### config.mk
export PLATFORM = sky130hd
export DESIGN_NAME = vgpl_lane
export DESIGN_NICKNAME = d
export VERILOG_FILES = /design/src/hdl/vgpl_pkg.sv /design/src/hdl/vgpl_div_stage.sv /design/src/hdl/vgpl_lane.sv
export SDC_FILE = /design/constraint.sdc
export NUM_CORES = 2
export LEC_CHECK = 0
export BUFFER_PORTS_ARGS = -buffer_cell sky130_fd_sc_hd__buf_2
export CORE_UTILIZATION = 50
export DETAILED_ROUTE_END_ITERATION = 8
export GPL_TIMING_DRIVEN = 1
export HOLD_SLACK_MARGIN = 0.06
export PLACE_DENSITY = 0.64
export SETUP_SLACK_MARGIN = 0.5
export SLEW_MARGIN = 20
export SYNTH_ARGS = -nofsm -noshare
export SYNTH_HDL_FRONTEND = slang
export SYNTH_SLANG_ARGS = --single-unit
export TNS_END_PERCENT = 1
### constraint.sdc
create_clock -name clk -period 15.15 [get_ports clk]
set_clock_uncertainty 0.2 [all_clocks]
set_input_delay 0.7575 -clock clk [delete_from_list [all_inputs] [get_ports clk]]
set_output_delay 0.7575 -clock clk [all_outputs]
set_load 0.005 [all_outputs]
### src/hdl/vgpl_pkg.sv
// Shared constants for the voxel grid point locator.
`timescale 1ns / 1ps

package vgpl_pkg;

  // Default geometry.
  localparam int INDEX_BITS_DEF = 12;
  localparam int COORD_BITS_DEF = 32;

  // Configuration port: one 64-bit register every 8 bytes.
  localparam int CFG_DATA_W   = 64;
  localparam int CFG_ADDR_W   = 6;
  localparam int REG_ADDR_LSB = 3;
  localparam int REG_IDX_W    = CFG_ADDR_W - REG_ADDR_LSB;

  // Register indexes.
  localparam logic [REG_IDX_W-1:0] REG_ORIGIN_X = 3'd0;
  localparam logic [REG_IDX_W-1:0] REG_ORIGIN_Y = 3'd1;
  localparam logic [REG_IDX_W-1:0] REG_ORIGIN_Z = 3'd2;
  localparam logic [REG_IDX_W-1:0] REG_CELL_X   = 3'd3;
  localparam logic [REG_IDX_W-1:0] REG_CELL_Y   = 3'd4;
  localparam logic [REG_IDX_W-1:0] REG_CELL_Z   = 3'd5;
  localparam logic [REG_IDX_W-1:0] REG_COUNTS   = 3'd6;

  // Cell edge after reset: 1.0 in Q16.16.
  localparam logic [CFG_DATA_W-1:0] CELL_ONE = 64'd65536;

  // Operation codes.
  localparam logic FUNC_LOCATE = 1'b0;
  localparam logic FUNC_CENTER = 1'b1;

endpackage

### src/hdl/vgpl_div_stage.sv
// One restoring-division step: produces one quotient bit per cycle while en is high.
`timescale 1ns / 1ps

module vgpl_div_stage import vgpl_pkg::*; #(
  parameter int COORD_BITS = COORD_BITS_DEF,
  parameter int INDEX_BITS = INDEX_BITS_DEF,
  parameter int SHIFT      = 0
) (
  input  logic                  clk,
  input  logic                  en,
  input  logic [COORD_BITS-2:0] cell_len,
  input  logic [COORD_BITS-1:0] rem_in,
  input  logic [INDEX_BITS:0]   q_in,
  output logic [COORD_BITS-1:0] rem_out,
  output logic [INDEX_BITS:0]   q_out
);

  localparam int DW = COORD_BITS + INDEX_BITS;

  logic [DW-1:0]         dvs;
  logic [DW-1:0]         rem_ext;
  logic [COORD_BITS-1:0] rem_r, rem_nxt;
  logic [INDEX_BITS:0]   q_r, q_nxt;

  always_comb begin
    dvs     = DW'(cell_len) << SHIFT;
    rem_ext = DW'(rem_in);
    rem_nxt = rem_in;
    q_nxt   = q_in;
    if (rem_ext >= dvs) begin
      rem_nxt = COORD_BITS'(rem_ext - dvs);
      q_nxt   = q_in | ((INDEX_BITS + 1)'(1) << SHIFT);
    end
  end

  always_ff @(posedge clk) begin
    if (en) begin
      rem_r <= rem_nxt;
      q_r   <= q_nxt;
    end
  end

  assign rem_out = rem_r;
  assign q_out   = q_r;

endmodule

### src/hdl/vgpl_lane.sv
// One axis lane: range check, pipelined index division, cell center.
`timescale 1ns / 1ps

module vgpl_lane import vgpl_pkg::*; #(
  parameter int INDEX_BITS = INDEX_BITS_DEF,
  parameter int COORD_BITS = COORD_BITS_DEF
) (
  input  logic                         clk,
  input  logic [INDEX_BITS+2:0]        en,
  input  logic signed [COORD_BITS-1:0] point,
  input  logic [INDEX_BITS-1:0]        index,
  input  logic [COORD_BITS-1:0]        origin,
  input  logic [COORD_BITS-2:0]        cell_len,
  input  logic [INDEX_BITS-1:0]        last,
  output logic                         in_range,
  output logic [INDEX_BITS-1:0]        found,
  output logic [COORD_BITS-1:0]        center
);

  localparam int N      = INDEX_BITS + 1;
  localparam int EXT_W  = COORD_BITS + INDEX_BITS;
  localparam int PROD_W = COORD_BITS + INDEX_BITS - 1;
  localparam int SUM_W  = COORD_BITS + INDEX_BITS + 2;

  // Axis extent (count * cell), follows the config registers.
  logic [EXT_W-1:0] extent_r, extent_nxt;
  logic [N-1:0]     count;

  always_comb begin
    count      = {1'b0, last} + N'(1);
    extent_nxt = EXT_W'(count) * EXT_W'(cell_len);
  end

  always_ff @(posedge clk) extent_r <= extent_nxt;

  // Stage 0: offset from origin.
  logic [COORD_BITS:0]     diff;
  logic                    below0_r;
  logic [COORD_BITS-1:0]   off0_r;
  logic [INDEX_BITS-1:0]   idx0_r;

  assign diff = {point[COORD_BITS-1], point} - {origin[COORD_BITS-1], origin};

  always_ff @(posedge clk) begin
    if (en[0]) begin
      below0_r <= diff[COORD_BITS];
      off0_r   <= diff[COORD_BITS-1:0];
      idx0_r   <= index;
    end
  end

  // Stage 1: top-edge check and index * cell.
  logic                  out1_r;
  logic [PROD_W-1:0]     prod1_r;
  logic [COORD_BITS-1:0] off1_r;

  always_ff @(posedge clk) begin
    if (en[1]) begin
      out1_r  <= below0_r || (EXT_W'(off0_r) > extent_r);
      prod1_r <= PROD_W'(idx0_r) * PROD_W'(cell_len);
      off1_r  <= off0_r;
    end
  end

  // Center sum with saturation, done alongside the first division step.
  logic signed [SUM_W-1:0] sum;
  logic                    fits;
  logic [COORD_BITS-1:0]   sat;

  always_comb begin
    sum  = SUM_W'($signed(origin)) + SUM_W'(prod1_r) + SUM_W'(cell_len >> 1);
    fits = (&sum[SUM_W-1:COORD_BITS-1]) | ~(|sum[SUM_W-1:COORD_BITS-1]);
    if (fits)
      sat = sum[COORD_BITS-1:0];
    else if (sum[SUM_W-1])
      sat = {1'b1, {(COORD_BITS-1){1'b0}}};
    else
      sat = {1'b0, {(COORD_BITS-1){1'b1}}};
  end

  // Division stages, MSB of the quotient first.
  logic [COORD_BITS-1:0] rem_a [0:N];
  logic [N-1:0]          q_a   [0:N];
  logic                  out_r    [0:N-1];
  logic [COORD_BITS-1:0] center_r [0:N-1];

  assign rem_a[0] = off1_r;
  assign q_a[0]   = '0;

  for (genvar k = 0; k < N; k++) begin : g_div
    vgpl_div_stage #(
      .COORD_BITS(COORD_BITS),
      .INDEX_BITS(INDEX_BITS),
      .SHIFT     (N - 1 - k)
    ) u_stage (
      .clk     (clk),
      .en      (en[2+k]),
      .cell_len(cell_len),
      .rem_in  (rem_a[k]),
      .q_in    (q_a[k]),
      .rem_out (rem_a[k+1]),
      .q_out   (q_a[k+1])
    );

    if (k == 0) begin : g_first
      always_ff @(posedge clk) begin
        if (en[2]) begin
          out_r[0]    <= out1_r;
          center_r[0] <= sat;
        end
      end
    end else begin : g_next
      always_ff @(posedge clk) begin
        if (en[2+k]) begin
          out_r[k]    <= out_r[k-1];
          center_r[k] <= center_r[k-1];
        end
      end
    end
  end

  // Quotient clamp; zero-length cells only admit the origin itself.
  always_comb begin
    if (cell_len == '0)
      found = '0;
    else if (q_a[N] > {1'b0, last})
      found = last;
    else
      found = q_a[N][INDEX_BITS-1:0];
  end

  assign in_range = ~out_r[N-1];
  assign center   = center_r[N-1];

endmodule

==> flow_summary.yaml <==
status:
  status: "completed"
finish:
  layout-drive-gt1-share_pct: 9.17
  nets: 8898
  area.growth.synth_to_final_pct: 9.47
  fillers: 13677
  fin_cells: 9647
clock_tree:
  root_buffer: "clkbuf_16"
  htree_levels: 3
  post_cts.repair.setup_buffers: 0
  cts_tree: "yes"
  clkSlewWorstSetupHoldPaths_ns: 0.06
  cts_buffers: 115
  cts.path.max_buffers: 3
  clock_latency_ns: 0.78
  clock_sinks: 1069
power_and_ir_drop:
  p_leak_uw: 0.0382
  p_per_area_nw_per_um2: 188
  ir_drop_mv: 0.257
global_routing:
  grt_max_degree: 77
  grt_pass1_vias: 56622
  grt_pass1_wl_um: 334000
  antenna_found_initial: 26
  grtUsageTotal_pct: 27.1
  grt_overflow_total: 0
setup_path:
  cp.buffers_inverters: 6
  path_class: "input port to flip-flop"
  cp_data_arrival_time_ns: 9.12
  cpPeakStageDelay_ns: 0.82
  cp.required_ns: 15.56
  crit_slowest_cell: "o311ai_0"
  r2r_cells: 22
  reg2reg_from: "idx0_r[4]$_DFFE_PP_"
  critical_path.top_delay_family: "adder cells"
  reg2reg_to: "prod1_r[39]$_DFFE_PP_"
  setup.worst_path.start_class: "input port"
  cp_max_fo: 38
  cp-end-kind: "flip-flop"
  critical_path.most_common_cell: "fa_1"
  r2r_slack_ns: 7.90
routing:
  detailroute.via_count: 55365
  wl_per_cell_um: 22.4
  met3_length_um: 14600
  top_layer_used: "met5"
  drt_iter0_markers: 4067
  avgViaCountPerCell: 5.74
  wirelength_um: 216000
  dr_wl_met2_um: 102000
  drtAntennaViolNets: 0
  drc: 0
  first_pass_iters: 6
  wl_met1_um: 89100
synthesis:
  synth_nets: 8743
  synth-warning-count: 0
  synthCells: 7314
  synth_area_per_cell_um2: 10.9
  ys_top_cells_by_count: "1025 x edfxtp_1, 900 x nand2_1, 820 x inv_1"
  synth_top_area_share_pct: 38.5
  synth_area_um2: 80000
  ys.flop_type: "edfxtp_1"
  post-synth-top-count-cell: "edfxtp_1"
  synth_top_cell_by_area: "edfxtp_1"
  ys_top_cells_by_area: "edfxtp_1 38%, fa_1 16%, ha_1 10%"
  synth_edf_count: 1025
  ys_types: 91
  ys_ff_latch: 1069
  yosysSeqAreaShare_pct: 39.6
  synth-async-reset-ratio_pct: 0
timing:
  rsz0062_at_grt: "no"
  worst_pin_slew_ns: 1.09
  fin_crit_sh_pct: 57.5
  slew_violations: 0
  finalHoldViolCount: 0
  layout_min_cycle_time_ns: 8.71
  timing.slew.headroom_pct: 27.3
  setup_viol: 0
  max_freq_mhz: 115
  setup_tns_ns: 0
place:
  port_buffers: 179
  place_hpwl_um: 158000
  gp_congestion: 0.926
  placedCellCount: 9411
worst_hold_path:
  holdCritStartpoint: "center_r[1][83]$_DFFE_PP_"
  whs_path_depth: 0
  hold_end: "center_r[1][115]$_DFFE_PP_"
  hp-class: "flip-flop to flip-flop"
floorplanning:
  die_y_um: 402
  num_rows: 146
  core_region_area_um2: 159000
  start_util_pct: 50.5
  ios: 180
  dieWidth_um: 402
  die-area_um2: 162000
job:
  maxCapViolations: 0
## logic make-up after synthesis
| logic type | synth area share, % |
|---|---|
| XOR/XNOR | 4.27 |
| multiplexers | 1.94 |
| flip-flops | 39.6 |
| AO/OA/AOI/OAI | 11.2 |
| buffers and inverters | 5.24 |
| AND/OR/NAND/NOR | 11.4 |
| adder cells (fa/ha/maj) | 26.4 |
## sequential cells by signal, summed over array words and instances (netlist names)
register               flops
off1_r                    32
prod1_r                   43
below0_r                   1
out_r                     13
center_r                 416
off0_r                    32
extent_r                  44
g_div.u_stage.rem_out    384
out1_r                     1
g_div.u_stage.q_out       91
idx0_r                    12
## power by group
group / switching, µW / total (µW) / leakage (µW) / internal (µW)
logic: 5490 / 9270 / 0.0258 / 3770
clock network: 1260 / 3020 / 0.00195 / 1760
registers: 205 / 4150 / 0.0104 / 3950
## per-layer routing
| layer | global-route usage (%) | vias to the layer above |
|---|---|---|
| met5 | 0 | - |
| li1 | - | 25642 |
| met3 | 5.05 | 467 |
| met2 | 44.7 | 1751 |
| met4 | 11.2 | 32 |
| met1 | 35.1 | 27473 |
## area by class of cell
class                      instances  area [µm²]  share of cell area [%]
sequential                      1069       31700                    36.1
inverter                         820        3080                    3.51
tap                             2072        2590                    2.96
antenna                            7        17.5                  0.0200
multi-input combinational       5171       44400                    50.6
timing repair buffer             292        1800                    2.06
clock buffer                     134        2950                    3.37
clock inverter                    82        1140                    1.30
## what timing repair did
item,in CTS,in global routing
hold buffers,13,0
hold endpoints to repair,17,0
resized for setup,0,0
## metrics by stage
| step | hold WS [ns] | area, µm² | util (%) | worst slack (ns) | power, µW |
|---|---|---|---|---|---|
| 3_5_place_dp | 0.205 | 83300 | 52.6 | 5.91 | 13400 |
| 3_3_place_gp | 0.200 | 83300 | 52.6 | 6.08 | 13300 |
| 4_1_cts | 0.157 | 87600 | 55.2 | 6.64 | 16500 |
| 6_report | 0.174 | 87600 | 55.2 | 6.44 | 16400 |
| 2_1_floorplan | 0.200 | 80000 | - | 7.40 | 10900 |
| 5_1_grt | 0.172 | 87600 | 55.2 | 6.14 | 17800 |
## worst reg2reg max path, cell delays in order, from the launching register on
cell       delay [ns]
edfxtp_1         0.32
buf_4            0.41
nand2_1          0.18
fa_1             0.55
inv_1            0.04
ha_1             0.22
fa_1             0.56
inv_1            0.06
fa_1             0.47
fa_1             0.55
inv_1            0.05
ha_1             0.32
o21ai_0          0.13
o21ai_1          0.15
a2111oi_0        0.67
nor4_1           0.11
o21ai_1          0.39
a21oi_1          0.21
a21oi_1          0.25
o21bai_1         0.17
a221oi_2         0.47
mux2i_1          0.14
a2111oi_0        0.41
## how the worst max path moves through the flow
stage	cells past startpoint	to	slack [ns]	from
6_report	27	extent_r[43]$_DFF_P_	6.44	last[0]
5_1_grt	28	extent_r[43]$_DFF_P_	6.14	last[0]
4_1_cts	27	extent_r[43]$_DFF_P_	6.64	last[0]
3_5_place_dp	27	extent_r[43]$_DFF_P_	5.91	last[0]
3_3_place_gp	27	extent_r[43]$_DFF_P_	6.08	last[0]
2_1_floorplan	27	extent_r[39]$_DFF_P_	7.40	last[4]
## cell usage in the layout (no fill, tap or decap), types with 44 or more instances in the layout
cell | Yosys | layout
o21a_1 | 59 | 59
nand2_1 | 900 | 900
inv_1 | 820 | 820
nand4_1 | 69 | 69
xnor2_1 | 247 | 238
dfxtp_1 | 44 | 44
a21o_1 | 207 | 207
ha_1 | 641 | 641
edfxtp_1 | 1025 | 1025
nand2b_1 | 84 | 84
nor2_1 | 310 | 310
nand3_1 | 73 | 73
o21bai_1 | 51 | 51
mux2_2 | 118 | 118
clkbuf_16 | 0 | 115
buf_4 | 32 | 110
nor3_1 | 89 | 88
o21ai_0 | 362 | 362
fa_1 | 653 | 653
and2_1 | 170 | 170
nor2b_1 | 70 | 70
xor2_1 | 143 | 142
a21oi_1 | 368 | 366
buf_2 | 13 | 169
Power figures use the tool's default switching activity.
