`src/hdl/vgpl_pkg.sv`:
```
// Shared constants for the voxel grid point locator.
`timescale 1ns / 1ps

package vgpl_pkg;

  // Default geometry.
  localparam int INDEX_BITS_DEF = 12;
  localparam int COORD_BITS_DEF = 32;

  // Configuration port: one 64-bit register every 8 bytes.
  localparam int CFG_DATA_W   = 64;
  localparam int CFG_ADDR_W   = 6;
  localparam int REG_ADDR_LSB = 3;
  localparam int REG_IDX_W    = CFG_ADDR_W - REG_ADDR_LSB;

  // Register indexes.
  localparam logic [REG_IDX_W-1:0] REG_ORIGIN_X = 3'd0;
  localparam logic [REG_IDX_W-1:0] REG_ORIGIN_Y = 3'd1;
  localparam logic [REG_IDX_W-1:0] REG_ORIGIN_Z = 3'd2;
  localparam logic [REG_IDX_W-1:0] REG_CELL_X   = 3'd3;
  localparam logic [REG_IDX_W-1:0] REG_CELL_Y   = 3'd4;
  localparam logic [REG_IDX_W-1:0] REG_CELL_Z   = 3'd5;
  localparam logic [REG_IDX_W-1:0] REG_COUNTS   = 3'd6;

  // Cell edge after reset: 1.0 in Q16.16.
  localparam logic [CFG_DATA_W-1:0] CELL_ONE = 64'd65536;

  // Operation codes.
  localparam logic FUNC_LOCATE = 1'b0;
  localparam logic FUNC_CENTER = 1'b1;

endpackage

```
`src/hdl/vgpl_merge.sv`:
```
// Merge stage: combines the three lanes and registers the result.
`timescale 1ns / 1ps

module vgpl_merge import vgpl_pkg::*; #(
  parameter int INDEX_BITS = INDEX_BITS_DEF,
  parameter int COORD_BITS = COORD_BITS_DEF
) (
  input  logic                  clk,
  input  logic                  load,
  input  logic                  func,
  input  logic                  inside_x,
  input  logic                  inside_y,
  input  logic                  inside_z,
  input  logic [INDEX_BITS-1:0] found_x,
  input  logic [INDEX_BITS-1:0] found_y,
  input  logic [INDEX_BITS-1:0] found_z,
  input  logic [COORD_BITS-1:0] center_x,
  input  logic [COORD_BITS-1:0] center_y,
  input  logic [COORD_BITS-1:0] center_z,
  output logic                  inside_res,
  output logic [INDEX_BITS-1:0] res_x,
  output logic [INDEX_BITS-1:0] res_y,
  output logic [INDEX_BITS-1:0] res_z,
  output logic [COORD_BITS-1:0] ctr_x,
  output logic [COORD_BITS-1:0] ctr_y,
  output logic [COORD_BITS-1:0] ctr_z
);

  logic                  all_in;
  logic                  is_ctr;
  logic                  inside_r;
  logic [INDEX_BITS-1:0] res_x_r, res_y_r, res_z_r;
  logic [COORD_BITS-1:0] ctr_x_r, ctr_y_r, ctr_z_r;

  assign all_in = (func == FUNC_LOCATE) & inside_x & inside_y & inside_z;
  assign is_ctr = (func == FUNC_CENTER);

  always_ff @(posedge clk) begin
    if (load) begin
      inside_r <= all_in;
      res_x_r  <= all_in ? found_x : '0;
      res_y_r  <= all_in ? found_y : '0;
      res_z_r  <= all_in ? found_z : '0;
      ctr_x_r  <= is_ctr ? center_x : '0;
      ctr_y_r  <= is_ctr ? center_y : '0;
      ctr_z_r  <= is_ctr ? center_z : '0;
    end
  end

  assign inside_res = inside_r;
  assign res_x      = res_x_r;
  assign res_y      = res_y_r;
  assign res_z      = res_z_r;
  assign ctr_x      = ctr_x_r;
  assign ctr_y      = ctr_y_r;
  assign ctr_z      = ctr_z_r;

endmodule

```
`config.mk`:
```
export PLATFORM = sky130hd
export DESIGN_NAME = vgpl_merge
export DESIGN_NICKNAME = d
export VERILOG_FILES = /design/src/hdl/vgpl_pkg.sv /design/src/hdl/vgpl_merge.sv
export SDC_FILE = /design/constraint.sdc
export NUM_CORES = 1
export LEC_CHECK = 0
export BUFFER_PORTS_ARGS = -buffer_cell sky130_fd_sc_hd__buf_2
export CELL_PAD_IN_SITES_DETAIL_PLACEMENT = 1
export CELL_PAD_IN_SITES_GLOBAL_PLACEMENT = 2
export CORE_MARGIN = 10
export CORE_UTILIZATION = 32
export CTS_BUF_LIST = sky130_fd_sc_hd__clkbuf_8
export DETAILED_ROUTE_END_ITERATION = 8
export HOLD_SLACK_MARGIN = 0.15
export PLACE_DENSITY = 0.94
export RECOVER_POWER = 25
export SYNTH_ARGS = -nofsm -noshare
export SYNTH_HDL_FRONTEND = slang
export SYNTH_SLANG_ARGS = --single-unit
```
`constraint.sdc`:
```
create_clock -name clk -period 1.6 [get_ports clk]
set_clock_uncertainty 0.1 [all_clocks]
set_input_delay 0.16 -clock clk [delete_from_list [all_inputs] [get_ports clk]]
set_output_delay 0.16 -clock clk [all_outputs]
set_load 0.02 [all_outputs]
```
==> run summary, run 1 <==
After synthesis the netlist holds a flip-flop and latch count of 133. Setup violations remaining at the end of the flow were counted as 0. The worst setup slack before clock tree synthesis came out at 0.1483 ns. The area of the core region came out at 0.01526 mm^2. The run gives 0.4519 mV as the peak ir drop on the vdd network. The logs give 45 for the number of placement rows and 756 for the total instance count after detailed placement. The deepest level of the CTS H-tree was 4; the share of the clock period used by the worst path after layout was 91.26%.

The number of gates resized after CTS was 0. The number of distinct library cells after synthesis came out at 7. The tools report the number of non-filler instances in the completed layout as 933.

The tools report the remaining number of nets flagged by the antenna check after routing as 0. The final critical-path required period is 1.460 ns. The worst min-delay path category was input pin to flop. The post-synthesis sequential area ratio was 80.10%; the synthesized netlist net count was 418. The worst setup path is captured at a flop.

For the worst setup path, the data required time is 1.69 ns. The number of vias per cell after detailed routing works out to 4.219. The area growth from synthesis to layout is 68.03%.

The floorplan step defined a die boundary enclosing 0.02097 mm^2. The global placer's final weighted congestion came out at 0.7883. In this run the power density over the cells is 969.2 mW/mm^2. The number of antenna violations at the first check in global routing is 2, and the power after layout is 0.008120 W. The worst pin sits at a relative slew slack of 48.37%.

In this run the mean area of a mapped cell was 17.81 um^2. The cell taking the most area after synthesis is edfxtp_1. The number of instances in the synthesized netlist was 280; the top cell type's share of synthesized area was 80.10%. Summed over all cells, the static leakage comes to 3.557 nW. For the setup TNS after final layout, the log shows 0 ns. The tools report the destination of the critical timing path as ctr_y[21].

Global routing consumed, over all layers together, 17.55% of the routing resources. For the effective utilization at floorplan, the log shows 32.68%. By area the synthesized netlist is led by edfxtp_1 80%, and2_1 13%, and2_4 5.1%, buf_6 0.90%, clkbuf_1 0.68%.

Setup slack on the critical path of the routed design comes to 0.1399 ns. TritonCTS built the clock tree. The flow ran to the end, and the final reports show no timing, DRC or antenna violations. In this run, CTS created clock tree buffers numbering 17. The count of input and output buffers is 270. The max capacitance violation total was 0.

Setup repair after global routing left no endpoint under its margin. The run gives 844 as the net total in the final layout. The via count of the first global-routing pass was 4,658. From bottom edge to top edge, the die measures 144.8 um. For this block, the initial DRC count from the detailed router was 124. The critical path launch point type is an input pin. The run gives 0.004986 mm^2 as the post-synthesis instance area. The Yosys step of the flow raised 0 warnings. For the post-detailed-routing wire length, the log shows 18.99 mm.

Data arrives at the worst endpoint at 1.55 ns. The number of pins exceeding their max-slew limit in the final report is 0, and the overall overflow remaining after global route is 0. After detailed routing, the number of remaining DRC violations is 0. Based on the critical path, the design can be clocked at up to 684.9 MHz. The ratio of cells with drive above 1 in the final layout works out to 45.76%. Summing over every cut layer, the via total after detailed routing is 3,936.

In this run the worst setup path begins at center_y[21]. The buffer cell driving the clock tree root is clkbuf_8. For this run, the detailed router's first-pass iteration total came to 4. The average detailed-routed wire length per instance is 20.35 um.

The pin count of the biggest net entering global routing is 52, and the largest driver fanout on the critical path is 1. The first global-routing pass estimated 27.13 mm of wire. The run gives 2 as the largest buffer count on any clock path. The final-report hold violation count came out at 0. The width of the die is 144.8 um. The sum of net half-perimeters after detailed placement was 12.12 mm. The setup path with the least slack is of type input pin to flop. During I/O placement, the number of pins put on the boundary was 271.

The slew of the pin with the lowest slew margin was 0.7745 ns. The clock transition at the registers of the reported paths was 0.08 ns; the number of sinks handled by clock tree synthesis was 133.
==> kinds of logic (layout without fill, tap and decap cells) <==
group / count (synthesis) / count (layout) / synth area share, %
AND/OR/NAND/NOR: 133 / 133 / 18.22
other: 0 / 3 / 0
flip-flops: 133 / 133 / 80.10
buffers and inverters: 14 / 453 / 1.681
==> registers in the layout, summed over array words and instances (netlist names) <==
signal	count
res_y	12
res_z	12
ctr_x	32
ctr_z	32
inside_res	1
res_x	12
ctr_y	32
==> cell usage after synthesis <==
library cell	n
buf_2	1
and2_4	29
edfxtp_1	133
and2_1	103
buf_6	4
clkbuf_1	9
and4b_1	1
==> worst max-delay path: stages <==
cell and delay (ns):
dlygate4sd3_1 0.54, buf_2 0.13, and2_1 0.14, dlygate4sd3_1 0.57
==> stage by stage <==
step	instance area [um^2]	hold slack, ns	util (%)
floorplan	4986	0.1725	-
global placement	6629	0.3385	43.44
detailed placement	6629	0.3417	43.44
CTS	8407	0.1602	55.10
global route	8378	0.1250	54.91
finish	8378	0.1306	54.91
==> cell type report <==
class | count | area, um^2
repair buffers | 421 | 2863
clock inverters | 15 | 122.6
diodes | 3 | 7.507
clock buffers | 17 | 234.0
multi-input cells | 133 | 893.4
flip-flops and latches | 133 | 3994
fillers | 1601 | 6880
well taps | 211 | 264.0
==> layer usage <==
metal,vias to the layer above,GRT usage [%],wire [um]
li1,1829,-,-
met4,0,7.819,497
met1,1923,15.80,5981
met3,33,4.922,1379
met5,-,0,0
met2,151,35.02,11130
==> placed cells by master, fill, tap and decap left out, types with 2 or more instances in the layout <==
master / synthesis / routed
buf_2: 1 / 269
and2_2: 0 / 6
buf_12: 0 / 2
and2_4: 29 / 20
edfxtp_1: 133 / 133
and2_0: 0 / 39
buf_4: 0 / 4
clkbuf_2: 0 / 2
clkinv_2: 0 / 4
inv_1: 0 / 2
diode_2: 0 / 3
dlygate4sd3_1: 0 / 142
and2_1: 103 / 67
clkinv_1: 0 / 5
clkbuf_8: 0 / 17
bufinv_16: 0 / 2
==> power breakdown <==
part	internal [W]	switching, W	total (W)	leakage, nW
combinational	0.000595	0.000720	0.00132	2.09
sequential	0.00411	0.0000750	0.00418	1.28
clock	0.00133	0.00129	0.00262	0.189
total	0.00604	0.00208	0.00812	3.56
==> worst min path at each step <==
stage,from,endpoint,slack (ns),cells past startpoint
2_1_floorplan,load,ctr_x[0],0.17,0
3_3_place_gp,found_y[11],res_y[11],0.34,2
3_5_place_dp,found_z[11],res_z[11],0.34,2
4_1_cts,inside_z,inside_res,0.16,2
5_1_grt,inside_z,inside_res,0.13,2
6_report,inside_z,inside_res,0.13,2
==> what timing repair did <==
item | 4_1_cts | 5_1_grt
hold endpoints to repair | 155 | 0
buffers inserted | 0 | 0
hold buffers | 142 | 0
(Power assumes the default switching activity.)
==> inputs of run 2 (changes only) <==
- CORE_UTILIZATION: 32 -> 29
- PLACE_DENSITY: 0.94 -> 0.87
- clock period: 1.6 -> 1.4 ns (I/O delays scaled with it)
==> run summary, run 2 (same netlist as run 1, synthesis figures left out) <==
The count of input and output buffers works out to 270 (unchanged). The flow ran to the end, and the final reports show no timing, DRC or antenna violations. The worst setup slack before clock tree synthesis was 0.1284 ns (-0.01989 ns); the delay contributed by the slowest stage of the critical path was 0.42 ns (-0.15 ns). Global-route wire length before repair: 26.69 mm (-1.6%).

The post-detailed-routing wire length was 18.29 mm (-3.7%). In this run the clock root is driven by a clkbuf_8. The final critical-path required period is 1.268 ns, and the number of antenna violations at the first check in global routing is 4 (+2). The tools report the number of optimization iterations in the first detailed-route pass as 4 (unchanged).

The total via count in the routed design was 3,850 (-2.2%); the number of DRC violations after detailed routing was 0 (unchanged). Max capacitance violation total: 0 (unchanged). The setup TNS after final layout was 0 ns (unchanged); the highest achievable clock rate was 788.7 MHz. For the effective utilization at floorplan, the log shows 29.85% (-2.8 points).

The total CTS buffers was 17 (unchanged). Type of element capturing the critical path: an output port. The tools report the starting DRC count in detailed routing as 106 (-15%). Setup repair after global routing left no endpoint under its margin. The tools report the number of non-filler instances in the completed layout as 931 (-0.21%). The final-report hold violation count is 0 (unchanged). The width of the die is 151.1 um (+4.3%), and the worst hold path depth is 3 (+1). The run gives 0 (unchanged) as the overall overflow remaining after global route. The remaining number of nets flagged by the antenna check after routing came out at 0 (unchanged).

Ratio of cells with drive above 1 in the final layout: 43.14% (-2.6 points). The worst setup margin was 0.1320 ns (-0.007887 ns). The tools report the number of primary I/O pins as 271 (unchanged). The final critical path takes up 90.57% of the cycle.

Standard cell with the maximum stage delay on the critical path: edfxtp_1. The worst endpoint data arrival time is 1.03 ns (-0.52 ns), and the net total in the final layout is 836 (-0.95%). The required time of the worst setup path was 1.16 ns (-0.53 ns); the pin count of the biggest net entering global routing was 74 (+42%). The clock transition at the registers of the reported paths works out to 0.08 ns (about the same).

The type of the setup path with the least slack was flop to output port. The smallest hold slack is 0.2606 ns (+0.1300 ns), and the global placer's final weighted congestion is 0.7484 (-5.1%). The tightest min-delay check is of the input pin to flop type.

Number of vias per cell after detailed routing: 4.135 (-2.0%). The buffer and inverter count on the worst path was 1 (-2). The largest driver fanout on the critical path is 1 (unchanged). The tools report the standby leakage power as 3.457 nW (-2.8%). The vertical die dimension works out to 151.1 um (+4.3%). Leaving out fill and tap cells, the most frequent cell in the layout is buf_2. The worst relative slew slack is 59.22% (+11 points).

The number of failing setup endpoints in the final timing report was 0 (unchanged); the total global-route track usage was 15.69% (-1.9 points). The via count of the first global-routing pass is 4,507 (-3.2%), and the number of sinks handled by clock tree synthesis is 133 (unchanged). The number of pins exceeding their max-slew limit in the final report is 0 (unchanged). The critical path launch point type was a flop. The average detailed-routed wire length per instance works out to 19.64 um (-3.5%). For the area of the core region, the log shows 0.01670 mm^2 (+9.5%). TritonCTS built the clock tree. The deepest level of the CTS H-tree came out at 4 (unchanged). Slew of the pin with the lowest slew margin: 0.6117 ns (-0.1628 ns). The total instance count after detailed placement came out at 766 (+1.3%). The critical path goes through buf_2. The power density of the placed cells works out to 1107 mW/mm^2 (+14%). The number of placement rows was 47 (+4.4%); the area growth from synthesis to layout was 65.24%. The peak ir drop on the vdd network is 0.4606 mV (+1.9%). The cell family contributing the most delay on the critical path is flip-flops. The number of stages on the worst setup path was 1 (-3); the number of gates given a new drive strength after cts was 0 (unchanged).

The tools report the largest buffer count on any clock path as 2 (unchanged). In the layout the commonest cells are 268 x buf_2, 133 x edfxtp_1, 133 x dlygate4sd3_1, 81 x and2_1, 46 x and2_0. For the die outline area, the log shows 0.02284 mm^2 (+8.9%). For the sum of net half-perimeters after detailed placement, the log shows 11.94 mm (-1.5%).
## run 2: changes by cell type in the layout (fill, tap and decap cells not counted), moves of 2 or more
cell | before | now
and2_2 | 6 | 3
clkinv_2 | 4 | 2
dlygate4sd3_1 | 142 | 133
and2_0 | 39 | 46
and2_1 | 67 | 81
buf_4 | 4 | 6
and2_4 | 20 | 2
## run 2: cell type report
type                    count  area [um^2]
repair buffers            413         2785
clock buffers              17        234.0
flip-flops and latches    133         3994
clock inverters            11        96.34
well taps                 220        275.3
multi-input cells         133        844.6
diodes                      4        10.01
fillers                  1792         8462
## run 2: path summary, 6_finish.rpt
path / endpoint / start / slack [ns]
max: ctr_z[26] / ctr_z[26] / 0.13
min: ctr_z[15] / func / 0.26
## run 2: power by group
group          switching (W)  total (W)  internal (W)  leakage (nW)
logic               0.000809    0.00147      0.000661          2.01
clock network        0.00138    0.00287       0.00149         0.173
registers          0.0000819    0.00478       0.00470          1.28
total                0.00227    0.00912       0.00685          3.46
## run 2: metrics by stage
step	total power, W	area (um^2)	util, %
finish	0.009123	8239	49.33
global route	0.009513	8239	49.33
CTS	0.009209	8309	49.75
detailed placement	0.006043	6648	39.80
global placement	0.005998	6648	39.80
floorplan	0.005397	4986	-
## run 2: per-layer routing
| layer | routed length [um] | vias to the layer above | GRT usage (%) | share of wire [%] |
|---|---|---|---|---|
| li1 | - | 1814 | - | - |
| met1 | 6070 | 1872 | 14.84 | 33 |
| met2 | 10480 | 147 | 29.98 | 57 |
| met3 | 1482 | 17 | 5.937 | 8.1 |
| met4 | 255 | 0 | 5.630 | 1.4 |
| met5 | 0 | - | 0 | 0 |
## run 2: timing repair
item                                   in CTS  in global routing
hold buffers                              133                  0
setup buffers                               0                  0
endpoints found under the hold margin     171                  0
==> inputs of run 3 (changes only) <==
- ABC_AREA: not set -> 1
- CORE_UTILIZATION: 29 -> 28
- REMOVE_ABC_BUFFERS: not set -> 1
==> run summary, run 3 <==
The root buffer cell chosen for the clock tree is clkbuf_8. The number of vias per cell after detailed routing was 4.150 (+0.36%). For this run, the leading register cell type out of synthesis is edfxtp_1.

The tools report the power after layout as 0.009647 W (+5.8%). The share of the clock period used by the worst path after layout is 98.72% (+8.1 points), and the average instance area after synthesis is 12.78 um^2 (-28%). Setup repair after global routing left no endpoint under its margin.

The power density of the placed cells works out to 1106 mW/mm^2 (-0.10%). The tools report the global placer's final weighted congestion as 0.7598 (+1.5%). The largest buffer count on any clock path is 2 (unchanged). Yosys instantiated no cell more often than edfxtp_1.

The cell taking the most area after synthesis is edfxtp_1. The type of element capturing the critical path was a flop. In the synthesized netlist, the cells that appear most often are 133 x edfxtp_1, 131 x inv_1, 96 x nand2_1. The final critical-path required period was 1.382 ns (+0.1141 ns); the number of optimization iterations in the first detailed-route pass was 4 (unchanged). The number of distinct library cells after synthesis was 11 (+4).

The post-synthesis instance area was 0.005341 mm^2 (+7.1%). The critical path launch point type is an input pin. Leaving out fill and tap cells, the most frequent cells in the layout are 260 x buf_2, 138 x dlygate4sd3_1, 133 x edfxtp_1, 132 x inv_1, 96 x nand2_1. The top cell type's share of synthesized area was 74.77% (-5.3 points).

TritonCTS built the clock tree. By area the synthesized netlist is led by edfxtp_1 75%, inv_1 9.2%, nand2_1 6.7%, nor3_2 5.4%, buf_6 1.9%. The total via count in the routed design was 4,507 (+17%). The total instance count after detailed placement is 915 (+19%).

Ratio of cells with drive above 1 in the final layout: 38.19% (-4.9 points). The count of input and output buffers was 270 (unchanged). For the number of primary I/O pins, the log shows 271 (unchanged).

The logs give 17 (unchanged) for the total CTS buffers and 15.50% (-0.19 points) for the total global-route track usage. The average detailed-routed wire length per instance was 18.27 um (-7.0%); the smallest hold slack was 0.2198 ns (-0.04075 ns). The async set or reset register ratio after synthesis came out at 0% (unchanged). The logs give 0 (unchanged) for the number of pins exceeding their max-slew limit in the final report and 723.6 MHz (-8.3%) for the highest achievable clock rate.

The standby leakage power is 4.377 nW (+27%), and the number of DRC violations after detailed routing is 0 (unchanged). The clock transition at the registers of the reported paths works out to 0.08 ns (about the same). The tools report the effective utilization at floorplan as 28.56% (-1.3 points). Yosys warning count: 0 (unchanged).

Type of the setup path with the least slack: input pin to flop. The run finished with clean final reports. The number of enable-type register cells in the synthesized netlist is 133 (unchanged). The number of antenna violations at the first check in global routing is 1 (-3). The area growth from synthesis to layout is 63.29%. Leaving out fill and tap cells, the most frequent cell in the layout is buf_2. For the sum of net half-perimeters after detailed placement, the log shows 12.71 mm (+6.5%).

The required time of the worst setup path came out at 1.48 ns (+0.32 ns). The min-delay analysis places its worst path in the category input pin to flop. The tools report the pin count of the biggest net entering global routing as 70 (-5.4%). The tools report the global-route wire length before repair as 29.44 mm (+10%). The number of failing setup endpoints in the final timing report was 0 (unchanged).

The setup TNS after final layout was 0 ns (unchanged). The tools report the overall overflow remaining after global route as 0 (unchanged). The number of gates given a new drive strength after cts is 0 (unchanged), and the area of the core region is 0.01871 mm^2 (+12%). The deepest level of the CTS H-tree is 4 (unchanged). The run gives 19.84 mm (+8.5%) as the post-detailed-routing wire length. The logs give 158 (+49%) for the starting DRC count in detailed routing and 418 (+49%) for the number of instances in the synthesized netlist. The final-report hold violation count was 0 (unchanged). The width of the die is 158.1 um (+4.6%), and the peak ir drop on the vdd network is 0.4742 mV (+2.9%). For the remaining number of nets flagged by the antenna check after routing, the log shows 0 (unchanged). The worst relative slew slack was 80.21% (+21 points); the register bit total from synthesis was 133 (unchanged).

The tools report the number of non-filler instances in the completed layout as 1,086 (+17%). The slew of the pin with the lowest slew margin works out to 0.2969 ns (-0.3148 ns). The worst endpoint data arrival time is 1.46 ns (+0.43 ns), and the number of sinks handled by clock tree synthesis is 133 (unchanged). The vertical die dimension is 158.1 um (+4.6%), and the largest driver fanout on the critical path is 1 (unchanged). The die outline area was 0.02500 mm^2 (+9.5%); the via count of the first global-routing pass was 5,204 (+15%). The tools report the max capacitance violation total as 0 (unchanged). The net total in the final layout is 976 (+17%). The logs give 74.77% (-5.3 points) for the post-synthesis sequential area ratio and 50 (+6.4%) for the number of placement rows.
## run 3: cell count changes after synthesis, moves of 2 or more
cell / before / now
and2_1: 103 / 0
and2_4: 29 / 0
buf_2: 1 / 8
buf_6: 4 / 9
clkbuf_1: 9 / 0
inv_1: 0 / 131
inv_2: 0 / 2
nand2_1: 0 / 96
nor3_1: 0 / 7
nor3_2: 0 / 29
## run 3: cell families (layout without fill, tap and decap cells)
family                 Yosys count  count (layout)  synth area share (%)
flip-flops                     133             133                 74.77
AND/OR/NAND/NOR                135             135                 13.23
other                            0               1                     0
buffers and inverters          150             583                 11.99
## run 3: metrics by stage
stage	util, %	cell area (um^2)	setup WS, ns
global placement	37.51	7015	0.3147
detailed placement	37.51	7015	0.2863
finish	46.63	8722	0.01794
floorplan	-	5200	0.2171
global route	46.63	8722	0.03531
CTS	46.98	8787	0.05897
## run 3: layout make-up
| type | count | area, um^2 |
|---|---|---|
| clock inverters | 15 | 156.4 |
| multi-input cells | 135 | 646.9 |
| diodes | 1 | 2.502 |
| fillers | 2081 | 9983 |
| flip-flops and latches | 133 | 3994 |
| clock buffers | 17 | 234.0 |
| well taps | 234 | 292.8 |
| inverters | 133 | 499.2 |
| repair buffers | 418 | 2897 |
## run 3: final timing paths
kind / from / end / slack (ns) / depth (start not counted)
worst max-delay path: found_z[6] / res_z[6] / 0.02 / 5
worst min-delay path: inside_x / res_z[3] / 0.22 / 4
## run 3: layer usage
metal	track usage, %	vias to the layer above	routed length, um
li1	-	2135	-
met1	16.24	2165	7471
met2	26.91	192	9913
met3	7.571	15	2153
met4	4.499	0	305
met5	0	-	0
## run 3: what timing repair did
action	4_1_cts	5_1_grt
buffers inserted	0	0
hold endpoints to repair	264	0
hold buffers	138	0
## run 3: where the power goes
part	internal [W]	leakage, nW	switching, W
clock	0.00159	0.190	0.00166
combinational	0.000676	2.91	0.000940
sequential	0.00469	1.28	0.0000804
total	0.00696	4.38	0.00268
## run 3: worst max-delay path, stage by stage
cell and delay (ns):
dlygate4sd3_1 0.54, buf_2 0.12, inv_1 0.05, nor3_2 0.04, dlygate4sd3_1 0.57
